<file path="src/hdl/mmf_pkg.sv">
// ----------------------------------------------------------------------------
// MIDI message framer package
// Shared codes, field widths and the status byte length decoder.
// ----------------------------------------------------------------------------
`default_nettype none

package mmf_pkg;

   // Default sysex length limit (bytes counted from the opening F0)
   localparam int SYSEX_MAX_LEN_DEF = 256;

   // Channel widths
   localparam int REQ_DATA_W = 8;
   localparam int RSP_DATA_W = 40;
   localparam int RSP_USER_W = 3;

   // Framer mode codes
   localparam logic [1:0] MODE_IDLE  = 2'd0;
   localparam logic [1:0] MODE_SHORT = 2'd1;
   localparam logic [1:0] MODE_SYSEX = 2'd2;

   // Result event codes
   localparam logic [1:0] EV_NONE  = 2'd0;
   localparam logic [1:0] EV_SHORT = 2'd1;
   localparam logic [1:0] EV_SYSEX = 2'd2;
   localparam logic [1:0] EV_ABORT = 2'd3;

   // Decoded length codes of a byte seen while idle
   localparam logic [2:0] LEN_NONE  = 3'd0;
   localparam logic [2:0] LEN_ONE   = 3'd1;
   localparam logic [2:0] LEN_TWO   = 3'd2;
   localparam logic [2:0] LEN_THREE = 3'd3;
   localparam logic [2:0] LEN_SYSEX = 3'd4;

   // Marker bytes
   localparam logic [7:0] SYSEX_END = 8'hF7;
   localparam logic [7:0] SYSEX_START = 8'hF0;

   typedef struct packed {
      logic [1:0] event_res;
      logic [1:0] msg_length;
      logic [7:0] status_out;
      logic [7:0] data_first;
      logic [7:0] data_second;
      logic [7:0] sysex_byte;
      logic       sysex_first;
      logic       sysex_last;
   } rsp_type;

   // Message length chosen by a byte that arrives while idle
   function automatic logic [2:0] length_of(input logic [7:0] b);
      logic [2:0] len;
      len = LEN_NONE;
      case (b[7:4]) inside
         4'h5: begin
            len = LEN_ONE;
         end
         4'h8, 4'h9, 4'hA, 4'hB, 4'hE: begin
            len = LEN_THREE;
         end
         4'hC, 4'hD: begin
            len = LEN_TWO;
         end
         4'hF: begin
            case (b[3:0]) inside
               4'h0:                    len = LEN_SYSEX;
               4'h1, 4'h3:              len = LEN_TWO;
               4'h2:                    len = LEN_THREE;
               [4'h6:4'hC], 4'hE, 4'hF: len = LEN_ONE;
               default:                 len = LEN_NONE;
            endcase
         end
         default: begin
            len = LEN_NONE;
         end
      endcase
      return len;
   endfunction

endpackage

`default_nettype wire

</file>
<file path="src/hdl/midi_message_framer.sv">
// ----------------------------------------------------------------------------
// MIDI message framer
// Groups received MIDI bytes into short messages and streams sysex bytes.
// ----------------------------------------------------------------------------
// Usage:
//   req channel: one MIDI byte per item on req_tdata[7:0].
//   rsp channel: exactly one result item per accepted byte. The event code
//     in rsp_tuser says what it is: nothing, a complete short message
//     (status plus up to two data bytes in rsp_tdata), one sysex byte, or a
//     sysex abort when the message grows to SYSEX_MAX_LEN bytes.
//     rsp_tlast marks the closing F7 of a sysex message.
//   Latency: the result of a byte is presented the cycle after it is
//     accepted; it is formed by the decode logic straight into the result
//     register, which is the only stage.
//   Throughput: one byte per cycle while the receiver keeps rsp_tready high.
//     A byte is taken while the previous result is handed over in the same
//     cycle, so the result register alone parts the two sides.
//   Stall: when the receiver holds rsp_tready low, the result holds and
//     req_tready drops until it is taken; no byte is lost.
//   Reset: the framer returns to idle, counters clear and no result is
//     pending. While idle, data bytes other than 5n, and F4, F5 and FD,
//     are dropped.
// ----------------------------------------------------------------------------
`default_nettype none

module midi_message_framer
   import mmf_pkg::*;
#(
   parameter int SYSEX_MAX_LEN = SYSEX_MAX_LEN_DEF
) (
   input  wire logic                  clock,
   input  wire logic                  reset,
   input  wire logic                  req_tvalid,
   output      logic                  req_tready,
   input  wire logic [REQ_DATA_W-1:0] req_tdata,   // [7:0] midi_byte
   output      logic                  rsp_tvalid,
   input  wire logic                  rsp_tready,
   output      logic [RSP_DATA_W-1:0] rsp_tdata,   // [1:0] msg_length, [9:2] status_out,
                                                   // [17:10] data_first,
                                                   // [25:18] data_second,
                                                   // [33:26] sysex_byte, rest zero
   output      logic [RSP_USER_W-1:0] rsp_tuser,   // [1:0] event_res, [2] sysex_first
   output      logic                  rsp_tlast    // sysex_last
);

   localparam int CNT_W = $clog2(SYSEX_MAX_LEN + 1);

   // Framer state
   logic [1:0]       mode_ff, mode_in;
   logic [1:0]       exp_len_ff, exp_len_in;
   logic [1:0]       short_cnt_ff, short_cnt_in;
   logic [7:0]       held0_ff, held0_in;
   logic [7:0]       held1_ff, held1_in;
   logic [CNT_W-1:0] sysex_cnt_ff, sysex_cnt_in;

   // Result register
   logic             rsp_valid_ff, rsp_valid_in;
   rsp_type          rsp_ff, rsp_in;

   logic             accept;
   logic [7:0]       b;
   logic [2:0]       len;
   logic [2:0]       short_next;
   logic [CNT_W-1:0] sysex_inc;

   // Take a new byte whenever the result register is empty or being drained
   assign req_tready = !rsp_valid_ff || rsp_tready;
   assign accept     = req_tvalid && req_tready;
   assign b          = req_tdata[7:0];
   assign len        = length_of(b);
   assign short_next = {1'b0, short_cnt_ff} + 3'd1;
   assign sysex_inc  = sysex_cnt_ff + CNT_W'(1);

   always_comb begin
      mode_in      = mode_ff;
      exp_len_in   = exp_len_ff;
      short_cnt_in = short_cnt_ff;
      held0_in     = held0_ff;
      held1_in     = held1_ff;
      sysex_cnt_in = sysex_cnt_ff;
      rsp_in       = '0;

      case (mode_ff)
         MODE_SHORT: begin
            if (short_next >= {1'b0, exp_len_ff}) begin
               // Last byte of the message: emit it whole and go idle
               rsp_in.event_res  = EV_SHORT;
               rsp_in.msg_length = exp_len_ff;
               rsp_in.status_out = held0_ff;
               if (exp_len_ff == 2'd2) begin
                  rsp_in.data_first = b;
               end else if (exp_len_ff == 2'd3) begin
                  rsp_in.data_first  = held1_ff;
                  rsp_in.data_second = b;
               end
               mode_in      = MODE_IDLE;
               exp_len_in   = 2'd0;
               short_cnt_in = 2'd0;
            end else begin
               // Hold the byte and advance
               if (short_cnt_ff[0]) begin
                  held1_in = b;
               end else begin
                  held0_in = b;
               end
               short_cnt_in = short_next[1:0];
            end
         end

         MODE_SYSEX: begin
            if (b == SYSEX_END) begin
               rsp_in.event_res  = EV_SYSEX;
               rsp_in.sysex_byte = b;
               rsp_in.sysex_last = 1'b1;
               mode_in           = MODE_IDLE;
               sysex_cnt_in      = '0;
            end else if (sysex_inc >= CNT_W'(SYSEX_MAX_LEN)) begin
               // Too long: drop the byte and abort the message
               rsp_in.event_res = EV_ABORT;
               mode_in          = MODE_IDLE;
               sysex_cnt_in     = '0;
            end else begin
               rsp_in.event_res  = EV_SYSEX;
               rsp_in.sysex_byte = b;
               sysex_cnt_in      = sysex_inc;
            end
         end

         default: begin
            // Idle, and the unused mode code behaves as idle
            mode_in      = MODE_IDLE;
            short_cnt_in = 2'd0;
            if (len == LEN_SYSEX) begin
               mode_in            = MODE_SYSEX;
               sysex_cnt_in       = CNT_W'(1);
               rsp_in.event_res   = EV_SYSEX;
               rsp_in.sysex_byte  = b;
               rsp_in.sysex_first = 1'b1;
            end else if (len == LEN_ONE) begin
               held0_in          = b;
               exp_len_in        = 2'd0;
               rsp_in.event_res  = EV_SHORT;
               rsp_in.msg_length = len[1:0];
               rsp_in.status_out = b;
            end else if (len != LEN_NONE) begin
               held0_in     = b;
               exp_len_in   = len[1:0];
               mode_in      = MODE_SHORT;
               short_cnt_in = 2'd1;
            end
         end
      endcase
   end

   // Result valid: set by an accepted byte, cleared when taken
   always_comb begin
      rsp_valid_in = rsp_valid_ff;
      if (accept) begin
         rsp_valid_in = 1'b1;
      end else if (rsp_tready) begin
         rsp_valid_in = 1'b0;
      end
   end

   always_ff @(posedge clock) begin
      if (reset) begin
         mode_ff      <= MODE_IDLE;
         exp_len_ff   <= 2'd0;
         short_cnt_ff <= 2'd0;
         held0_ff     <= 8'd0;
         held1_ff     <= 8'd0;
         sysex_cnt_ff <= '0;
         rsp_valid_ff <= 1'b0;
      end else begin
         rsp_valid_ff <= rsp_valid_in;
         if (accept) begin
            mode_ff      <= mode_in;
            exp_len_ff   <= exp_len_in;
            short_cnt_ff <= short_cnt_in;
            held0_ff     <= held0_in;
            held1_ff     <= held1_in;
            sysex_cnt_ff <= sysex_cnt_in;
         end
      end
   end

   // Result payload: load on accept, hold otherwise
   always_ff @(posedge clock) begin
      if (accept) begin
         rsp_ff <= rsp_in;
      end
   end

   assign rsp_tvalid = rsp_valid_ff;
   assign rsp_tdata  = {6'd0, rsp_ff.sysex_byte, rsp_ff.data_second, rsp_ff.data_first,
                        rsp_ff.status_out, rsp_ff.msg_length};
   assign rsp_tuser  = {rsp_ff.sysex_first, rsp_ff.event_res};
   assign rsp_tlast  = rsp_ff.sysex_last;

   // ------------------------------------------------------------------------
   // Assertions
   // ------------------------------------------------------------------------

   // A completed short message always carries at least its status byte
   a_short_len : assert property (@(posedge clock) disable iff (reset)
      (rsp_tvalid && rsp_ff.event_res == EV_SHORT) |-> (rsp_ff.msg_length != 2'd0))
      else $error("short message with zero length");

   // The last mark goes only with the closing F7 of a sysex stream
   a_last_end : assert property (@(posedge clock) disable iff (reset)
      (rsp_tvalid && rsp_tlast) |->
         (rsp_ff.event_res == EV_SYSEX && rsp_ff.sysex_byte == SYSEX_END))
      else $error("sysex last mark without closing byte");

   // The first mark goes only with the opening F0 and opens sysex mode
   a_first_start : assert property (@(posedge clock) disable iff (reset)
      (rsp_tvalid && rsp_ff.sysex_first && $past(accept)) |->
         (rsp_ff.sysex_byte == SYSEX_START && mode_ff == MODE_SYSEX))
      else $error("sysex first mark without opening byte");

   // Inside sysex the count stays at least one and below the limit
   a_sysex_cnt : assert property (@(posedge clock) disable iff (reset)
      (mode_ff == MODE_SYSEX) |->
         (sysex_cnt_ff != '0 && sysex_cnt_ff < CNT_W'(SYSEX_MAX_LEN)))
      else $error("sysex count out of range");

endmodule

`default_nettype wire

</file>
<file path="config.mk">
export PLATFORM = sky130hd
export DESIGN_NAME = midi_message_framer
export DESIGN_NICKNAME = d
export VERILOG_FILES = /design/src/hdl/mmf_pkg.sv /design/src/hdl/midi_message_framer.sv
export SDC_FILE = /design/constraint.sdc
export NUM_CORES = 1
export LEC_CHECK = 0
export BUFFER_PORTS_ARGS = -buffer_cell sky130_fd_sc_hd__clkbuf_2
export CORE_ASPECT_RATIO = 0.8
export CORE_UTILIZATION = 62
export CTS_BUF_LIST = sky130_fd_sc_hd__clkbuf_8
export CTS_CLUSTER_DIAMETER = 80
export DETAILED_ROUTE_END_ITERATION = 10
export PLACE_DENSITY = 0.95
export SYNTH_ARGS = -nofsm -noshare
export SYNTH_HDL_FRONTEND = slang
export SYNTH_SLANG_ARGS = --single-unit
export TNS_END_PERCENT = 50
</file>
<file path="constraint.sdc">
create_clock -name clock -period 7.8 [get_ports clock]
set_clock_uncertainty 0.2 [all_clocks]
set_input_delay 1.56 -clock clock [delete_from_list [all_inputs] [get_ports clock]]
set_output_delay 1.56 -clock clock [all_outputs]
set_load 0.02 [all_outputs]
</file>
==> results of run 1 <==
final cells by class:
type / instances / area, um^2
sequential: 70 / 1780
fill: 374 / 1360
multi-input combinational: 213 / 1350
timing repair buffer: 52 / 263
clock buffer: 9 / 124
tap: 62 / 77.6
clock inverter: 7 / 72.6
inverter: 17 / 63.8
power groups by stage:
stage,sequential (mW),clock (mW),combinational (mW)
finish,0.412,0.287,0.0873
global route,0.414,0.306,0.0942
CTS,0.412,0.291,0.0863
detailed placement,0.420,0,0.0861
global placement,0.420,0,0.0833
floorplan,0.433,0,0.0497
stage by stage:
step / util, % / instances
finish: 73.3 / 430
CTS: 73.3 / 430
global route: 73.3 / 430
global placement: 69.5 / 414
detailed placement: 69.5 / 414
floorplan: - / 330
routing by layer:
layer | global-route usage, % | vias to the layer above | part of all wire [%]
li1 | - | 1251 | -
met1 | 36.1 | 1287 | 44
met2 | 46.4 | 130 | 47
met3 | 7.58 | 20 | 8.0
met4 | 9.05 | 0 | 1.7
met5 | 0 | - | 0
flip-flops by register name (all words and copies together), names as in the netlist:
signal	flops
exp_len_ff	2
held0_ff	8
held1_ff	8
mode_ff	2
rsp_tdata	34
rsp_tlast	1
rsp_tuser	3
rsp_tvalid	1
short_cnt_ff	2
sysex_cnt_ff	9
logic make-up (layout without fill, tap and decap cells):
family                     Yosys count  count (layout)
and+or+nand+nor                    112             112
adders and majority gates            6               6
DFF                                 70              70
muxes                               19              19
AOI/OAI and AO/OA                   70              70
buffers and inverters               47              85
other                                1               6
cells in the final DEF (no fill, tap or decap), drive strengths merged, types with 4 or more instances in the layout:
cell	n
a31o	7
o21ai	9
conb	6
nand2	17
nor2	35
inv	18
mux2i	19
nor3	6
a22o	6
edfxtp	38
a311oi	7
and2	4
and3	12
o31ai	5
a21oi	15
clkbuf	60
dfxtp	32
a31oi	5
nor2b	5
ha	5
nand3	18
clkinv	4
final timing paths:
| kind | cells past startpoint | to |
|---|---|---|
| setup / recovery | 3 | req_tready |
| hold / removal | 2 | held0_ff[7] |
| setup reg to reg | 6 | held1_ff[0] |
| hold reg to reg | 2 | held0_ff[7] |
critical path: stages:
cell and delay, ns:
clkbuf_2 0.08, nand2b_1 0.20, clkbuf_2 0.19
==> metrics.txt, run 1 <==
share of cells above drive strength 1=20.7%; CP Data Arrival Time=2.02 ns; detailed placement HPWL=5.03 mm; vias in the first global route=2407; total grt overflow=0; via count=2688; top-area cell type share of the netlist area=34.3%; Core Box Area=5090 um^2; Simple-Gate Fraction of Synth Area=17.0%; Port Buffers=51; Hold Slack=0.280 ns; Synth Flop Type=edfxtp_1; power share of the combinational group=11.1%; Placed Area=3540 um^2; Die ar.=5660 um^2; Cells after Synth=325; final period demand of the worst path=3.78 ns; TritonCTS buffer count=9; worst min-delay path category=flop to flop; TritonCTS clock tree=built; Critical Path Source=rsp_tready; Hold Vio Cnt, Final=0; drt first pass iters=8; Flop pwr share=52.4%; Clock transition at path regs=0.07 ns; Synth Area in XOR/XNOR=0%; mux contribution to synthesized area=5.72%; Post-CTS Setup Bufs=0; latest clock arrival within the worst-skew pair=0.34 ns; Least-Margin Pin Slew=0.927 ns; Post-synth EDFFs=38; Max VDD drop=123 uV; final worst slack=4.02 ns; antenna violations before repair=0; Warnings, synthesis=0; antenna-violating nets left=0; fin area=3740 um^2; Fin Setup TNS=0 ns; Avg WL per Cell=17.0 um; Worst Setup Path Type=input port to primary output; RR Startpoint=exp_len_ff[0]; Global Route Usage Sum=27.9%; nature of the critical path startpoint=input port; n_diodes=0; Power Internal=0.579 mW; clk sink count=70; Vias/cell=6.25; top cells by area, synth=edfxtp_1 (34%), dfxtp_1 (19%), mux2i_1 (5.7%); Synth Area in Adders=2.48%; RSZ-0062 raised after global routing=no; Starting Density=65.3%; drt first-iter violations=431; relative slew slack=37.4%; status=complete, but fails checks; CP required=6.04 ns; Synth async-reset ratio=0%; total power=0.786 mW; Setup Viol. Count Final=0; I/O Pins=58; Period Utilization, post-route=48.5%; Synth area leader=edfxtp_1; largest net degree at the start of global routing=39; hold path start=held0_ff[7]; flop-to-flop setup slack=4.77 ns; FP Rows=23; Synth top cells by count=edfxtp_1 (38), nor2_1 (35), dfxtp_1 (32); # DRC=16; synthesis-to-layout area growth=12.3%; max-slew violations=0; die span in y=67.5 um; count leader, synth=edfxtp_1; Seq/Total Area, Yosys=53.6%; clock tree buffer depth=2; Pleak=1.50 nW; largest family of logic cells by synthesized area=simple AND/OR/NAND/NOR gates; synthesized area=3330 um^2; syn_area_per_cell=10.2 um^2; post-cts hold buffer count=0; H-tree Lvls=3; root buffer cell=clkbuf_8; Setup Slack @ Placement=3.92 ns; Pwr Density=210 nW/um^2; final net count=381; Seq cells post-synth=70; Die W=83.9 um; violated checks=design-rule violations; fmax=265 MHz; CP Max Fanout=5; Compound-Gate Fraction of Synth Area=14.8%; net switching power=0.206 mW; Switching Share=26.3%; total wire length=7.29 mm; Worst setup EP type=primary output; Max-Cap Viols=0; Routability Congestion=0.919; Yosys cell types=50; clock share of power=36.5%; first-pass GRT wire length=11.9 mm; post_cts resized=0
(Power assumes the default switching activity.)
==> run 2: changes to the inputs <==
Settings changed: ABC_AREA from default to 1, CORE_UTILIZATION 62 to 58, PLACE_DENSITY 0.95 to 0.93.
Clock period 7.8 ns to 3.75 ns, I/O delays scaled along.
==> metrics.txt, run 2 <==
max reg flops=34; Die W=85.9 um; nature of the critical path startpoint=flop; TritonCTS clock tree=built; TritonCTS buffer count=9; I/O Pins=58; worst path bufs/invs=2; max-slew violations=0; drt first pass iters=5; CP Cell Sequence=inv_1, fa_1, nor2_1, o21ai_2, nand2_2, nand2_1, inv_1, nand3_1, o22ai_1; Yosys cell types=37; most frequent cells in the layout=nand2_1 (65), inv_1 (53), nor2_1 (52); clock share of power=38.5%; Synth area leader=edfxtp_1; Flop pwr share=49.5%; Global Route Usage Sum=23.0%; power share of the combinational group=12.0%; synthesized area=3270 um^2; Synth async-reset ratio=0%; Synth Area in XOR/XNOR=0.804%; latest clock arrival within the worst-skew pair=0.35 ns; net switching power=0.457 mW; Hold Slack=0.293 ns; Routability Congestion=0.859; Cells after Synth=366; cell family with most CP delay=simple AND/OR/NAND/NOR gates; first-pass GRT wire length=10.3 mm; fillers=412; # DRC=0; Starting Density=60.2%; Vias/cell=5.18; most common cell after layout, fill and taps aside=nand2_1; Seq/Total Area, Yosys=54.5%; Power Internal=1.29 mW; top cells by area, synth=edfxtp_1 (35%), dfxtp_1 (20%), nand2_1 (7.5%); largest family of logic cells by synthesized area=simple AND/OR/NAND/NOR gates; Core Box Area=5440 um^2; final net count=438; Max-Cap Viols=0; count leader, synth=nand2_1; Clock transition at path regs=0.08 ns; Pleak=1.71 nW; Synth Flop Type=edfxtp_1; Switching Share=26.2%; critical path's most frequent cell=inv_1; slowest cell delay on critical path=0.47 ns; syn_area_per_cell=8.93 um^2; synthesis-to-layout area growth=14.7%; vias in the first global route=2329; relative slew slack=54.0%; root buffer cell=clkbuf_8; antenna-violating nets left=0; Slowest-stage cell, CP=fa_1; Die ar.=5940 um^2; clk sink count=70; die span in y=69.2 um; post-cts hold buffer count=0; Multi-input gate area=1180 um^2; Hold Vio Cnt, Final=0; fmax=381 MHz; total wire length=6.35 mm; Pwr Density=465 nW/um^2; Synth Area in Adders=2.53%; detailed placement HPWL=4.40 mm; Post-CTS Setup Bufs=0; H-tree Lvls=3; Compound-Gate Fraction of Synth Area=8.92%; Max VDD drop=299 uV; status=finished, final reports clean; Synth top cells by count=nand2_1 (65), inv_1 (52), nor2_1 (52); Seq cells post-synth=70; Warnings, synthesis=0; RSZ-0062 raised after global routing=no; mux contribution to synthesized area=0%; post_cts resized=0; clock tree buffer depth=2; CP required=3.73 ns; Fin Setup TNS=0 ns; Least-Margin Pin Slew=0.689 ns; Simple-Gate Fraction of Synth Area=23.0%; largest net degree at the start of global routing=40; Period Utilization, post-route=69.9%; drt first-iter violations=225; Post-synth EDFFs=38; antenna violations before repair=0; FP Rows=24; Worst setup EP type=flop; CP Max Fanout=16; share of cells above drive strength 1=21.4%; Setup Viol. Count Final=0; Port Buffers=51; CP Data Arrival Time=2.60 ns; via count=2608; Sequential Area=1780 um^2; Avg WL per Cell=12.6 um; n_diodes=0; total grt overflow=0; final period demand of the worst path=2.62 ns; top-area cell type share of the netlist area=34.9%; worst min-delay path category=flop to flop; Worst Setup Path Type=flop to flop
run 2: cell count changes after synthesis, sizes merged, moves of 6 or more:
cell / previous run / this run
and3: 12 / 0
o21ai: 9 / 19
nand2: 17 / 75
nor2: 35 / 56
a22o: 6 / 0
mux2i: 19 / 0
o22ai: 0 / 14
clkbuf: 19 / 1
a31o: 7 / 0
inv: 17 / 55
a311oi: 7 / 0
run 2: cell type report:
type                    count  share of cell area, %
well taps                  78                   2.60
multi-input cells         232                   31.4
clock inverters             7                   2.60
clock buffers               9                   3.30
repair buffers             52                   7.00
inverters                  55                   5.64
flip-flops and latches     70                   47.5
run 2: path summary, 6_finish.rpt:
path / cells past startpoint / slack, ns / startpoint / end
max: 9 / 1.13 / short_cnt_ff[0] / rsp_tdata[16]
min: 2 / 0.29 / sysex_cnt_ff[8] / sysex_cnt_ff[8]
max reg2reg: 9 / 1.13 / short_cnt_ff[0] / rsp_tdata[16]
min reg2reg: 2 / 0.29 / sysex_cnt_ff[8] / sysex_cnt_ff[8]
run 2: worst min-delay path: stages (launching register included):
cell     delay, ns
dfxtp_1       0.33
inv_1         0.08
nor3_1        0.05
run 2: through the flow:
step	total power, mW	worst slack (ns)	instance area, um^2	cells	util [%]
finish	1.74	1.13	3750	503	69.0
global route	1.81	0.878	3750	503	69.0
CTS	1.75	1.15	3750	503	69.0
detailed placement	1.09	1.17	3530	487	64.9
global placement	1.08	1.32	3530	487	64.9
floorplan	1.04	0.937	3290	371	-
run 2: cell families (layout without fill, tap and decap cells):
logic type	Yosys count	in the layout
adders and majority gates	6	6
AOI/OAI and AO/OA	53	53
buffers and inverters	69	123
other	1	6
DFF	70	70
xor gates and xnor gates	3	3
and+or+nand+nor	164	164
run 2: per-layer routing:
metal	track usage (%)	wire (um)
met3	7.90	463
met1	27.1	2710
met5	0	0
met2	36.8	3040
met4	12.4	135
run 2: power by group through the flow:
| stage | Sequential (mW) | Clock [mW] | Combinational [mW] |
|---|---|---|---|
| 3_3_place_gp | 0.879 | 0 | 0.201 |
| 3_5_place_dp | 0.880 | 0 | 0.207 |
| 2_1_floorplan | 0.910 | 0 | 0.130 |
| 6_report | 0.863 | 0.671 | 0.209 |
| 4_1_cts | 0.863 | 0.677 | 0.208 |
| 5_1_grt | 0.867 | 0.710 | 0.231 |
==> run 3: changes to the inputs <==
Settings changed: ABC_AREA 1 to 0.
Clock period 3.75 ns to 2.5 ns, I/O delays scaled along.
==> metrics.txt, run 3 (synthesis results as in run 1) <==
H-tree Lvls=3; wl on met1=3.12 mm; CP Max Fanout=6; # DRC=0; Routability Congestion=1.00; max-slew violations=0; most common cell after layout, fill and taps aside=clkbuf_2; antenna-violating nets left=0; die span in y=69.7 um; Hold Vio Cnt, Final=0; Global Route Usage Sum=25.7%; Pwr Density=649 nW/um^2; relative slew slack=60.9%; Flop pwr share=49.5%; Post-CTS Setup Bufs=0; DR WL met2=3.52 mm; clk sink count=70; most frequent cells in the layout=clkbuf_2 (51), edfxtp_1 (38), nor2_1 (35); post-cts hold buffer count=0; final net count=401; total power=2.59 mW; vias in the first global route=2417; length of routed met3 wiring=546 um; Core Util, Final=72.4%; Max-Cap Viols=0; nature of the critical path startpoint=flop; Period Utilization, post-route=96.5%; drt first-iter violations=264; worst min-delay path category=input port to flop; total grt overflow=0; Vias/cell=5.87; I/O Pins=58; final period demand of the worst path=2.41 ns; clock share of power=38.7%; Port Buffers=51; TritonCTS clock tree=built; via count=2736; CP Cell Sequence=ha_2, nand3_4, or4_4, and4b_1, or4_1, o31ai_1; slowest cell delay on critical path=0.54 ns; detailed placement HPWL=4.93 mm; fin area=3980 um^2; Least-Margin Pin Slew=0.582 ns; largest net degree at the start of global routing=39; power share of the combinational group=11.8%; CP Data Arrival Time=2.45 ns; status=finished, final reports clean; Worst setup EP type=flop; Starting Density=60.5%; latest clock arrival within the worst-skew pair=0.35 ns; RSZ-0062 raised after global routing=no; drt first pass iters=5; FP Rows=24; Placed Area=3720 um^2; max reg flops=34; fmax=414 MHz; share of cells above drive strength 1=26.3%; Die ar.=6040 um^2; Setup Viol. Count Final=0; TritonCTS buffer count=9; n_diodes=0; total wire length=7.30 mm; fillers=391; root buffer cell=clkbuf_8; Core Box Area=5500 um^2; Clock transition at path regs=0.07 ns; clock tree buffer depth=2; first-pass GRT wire length=11.6 mm; DR top layer=met4; antenna violations before repair=0; synthesis-to-layout area growth=19.7%; Switching Share=25.2%; Avg WL per Cell=15.7 um; Pleak=1.63 nW; Max VDD drop=333 uV; Slowest-stage cell, CP=or4_4; Worst Setup Path Type=flop to flop; Die W=86.7 um; CP required=2.54 ns; Power Internal=1.93 mW; net switching power=0.652 mW
-- run 3: cell types whose count changed in the layout (fill, tap and decap cells not counted), moves of 14 or more --
cell,delta
buf_4,+19
inv_1,-35
mux2i_1,+19
nand2_1,-48
nor2_1,-17
o22ai_1,-14
-- run 3: final cells by class --
class	count	area, um^2	share of cell area (%)
flip-flops and latches	70	1790	44.9
repair buffers	72	425	10.7
multi-input cells	213	1390	34.8
clock buffers	9	124	3.11
clock inverters	7	97.6	2.45
well taps	78	97.6	2.45
inverters	17	63.8	1.60
-- run 3: worst max-delay path, delay by kind of cell (launching register included) --
kind	cells	cell delay, ns
compound gates	1	0.10
fa+ha+maj	1	0.22
flops	1	0.38
simple gates	4	1.41
-- run 3: repair_timing --
action,4_1_cts,5_1_grt
gates cloned,0,0
pin swaps,0,2
endpoints found under the hold margin,0,0
gates resized for setup,3,6
setup endpoints to repair,9,17
-- run 3: routing by layer --
| metal | GRT usage, % | vias to the layer above |
|---|---|---|
| met4 | 9.07 | 0 |
| met5 | 0 | - |
| met3 | 8.57 | 17 |
| li1 | - | 1294 |
| met2 | 41.4 | 155 |
| met1 | 32.3 | 1270 |
-- run 3: worst paths after layout --
| path | start | to | slack [ns] | depth (start not counted) |
|---|---|---|---|---|
| hold / removal | req_tvalid | rsp_tvalid | 0.27 | 3 |
| setup / recovery | sysex_cnt_ff[0] | mode_ff[0] | 0.09 | 6 |
| setup reg to reg | sysex_cnt_ff[0] | mode_ff[0] | 0.09 | 6 |
| hold reg to reg | sysex_cnt_ff[1] | sysex_cnt_ff[1] | 0.29 | 2 |
-- run 3: through the flow --
step | setup TNS, ns | worst slack, ns | cells | hold WS, ns
floorplan | 0 | 0.00552 | 330 | 0.234
global placement | 0 | 0.0842 | 450 | 0.248
detailed placement | -0.0586 | -0.0218 | 450 | 0.279
CTS | 0 | 0.0198 | 466 | 0.247
global route | 0 | 0.00812 | 466 | 0.264
finish | 0 | 0.0871 | 466 | 0.266
-- run 3: power by group through the flow --
stage          logic (mW)  clock network, mW  registers [mW]
2_1_floorplan       0.156                  0            1.35
3_3_place_gp        0.287                  0            1.30
3_5_place_dp        0.294                  0            1.31
4_1_cts             0.299               1.01            1.28
5_1_grt             0.327               1.06            1.28
6_report            0.305               1.00            1.28
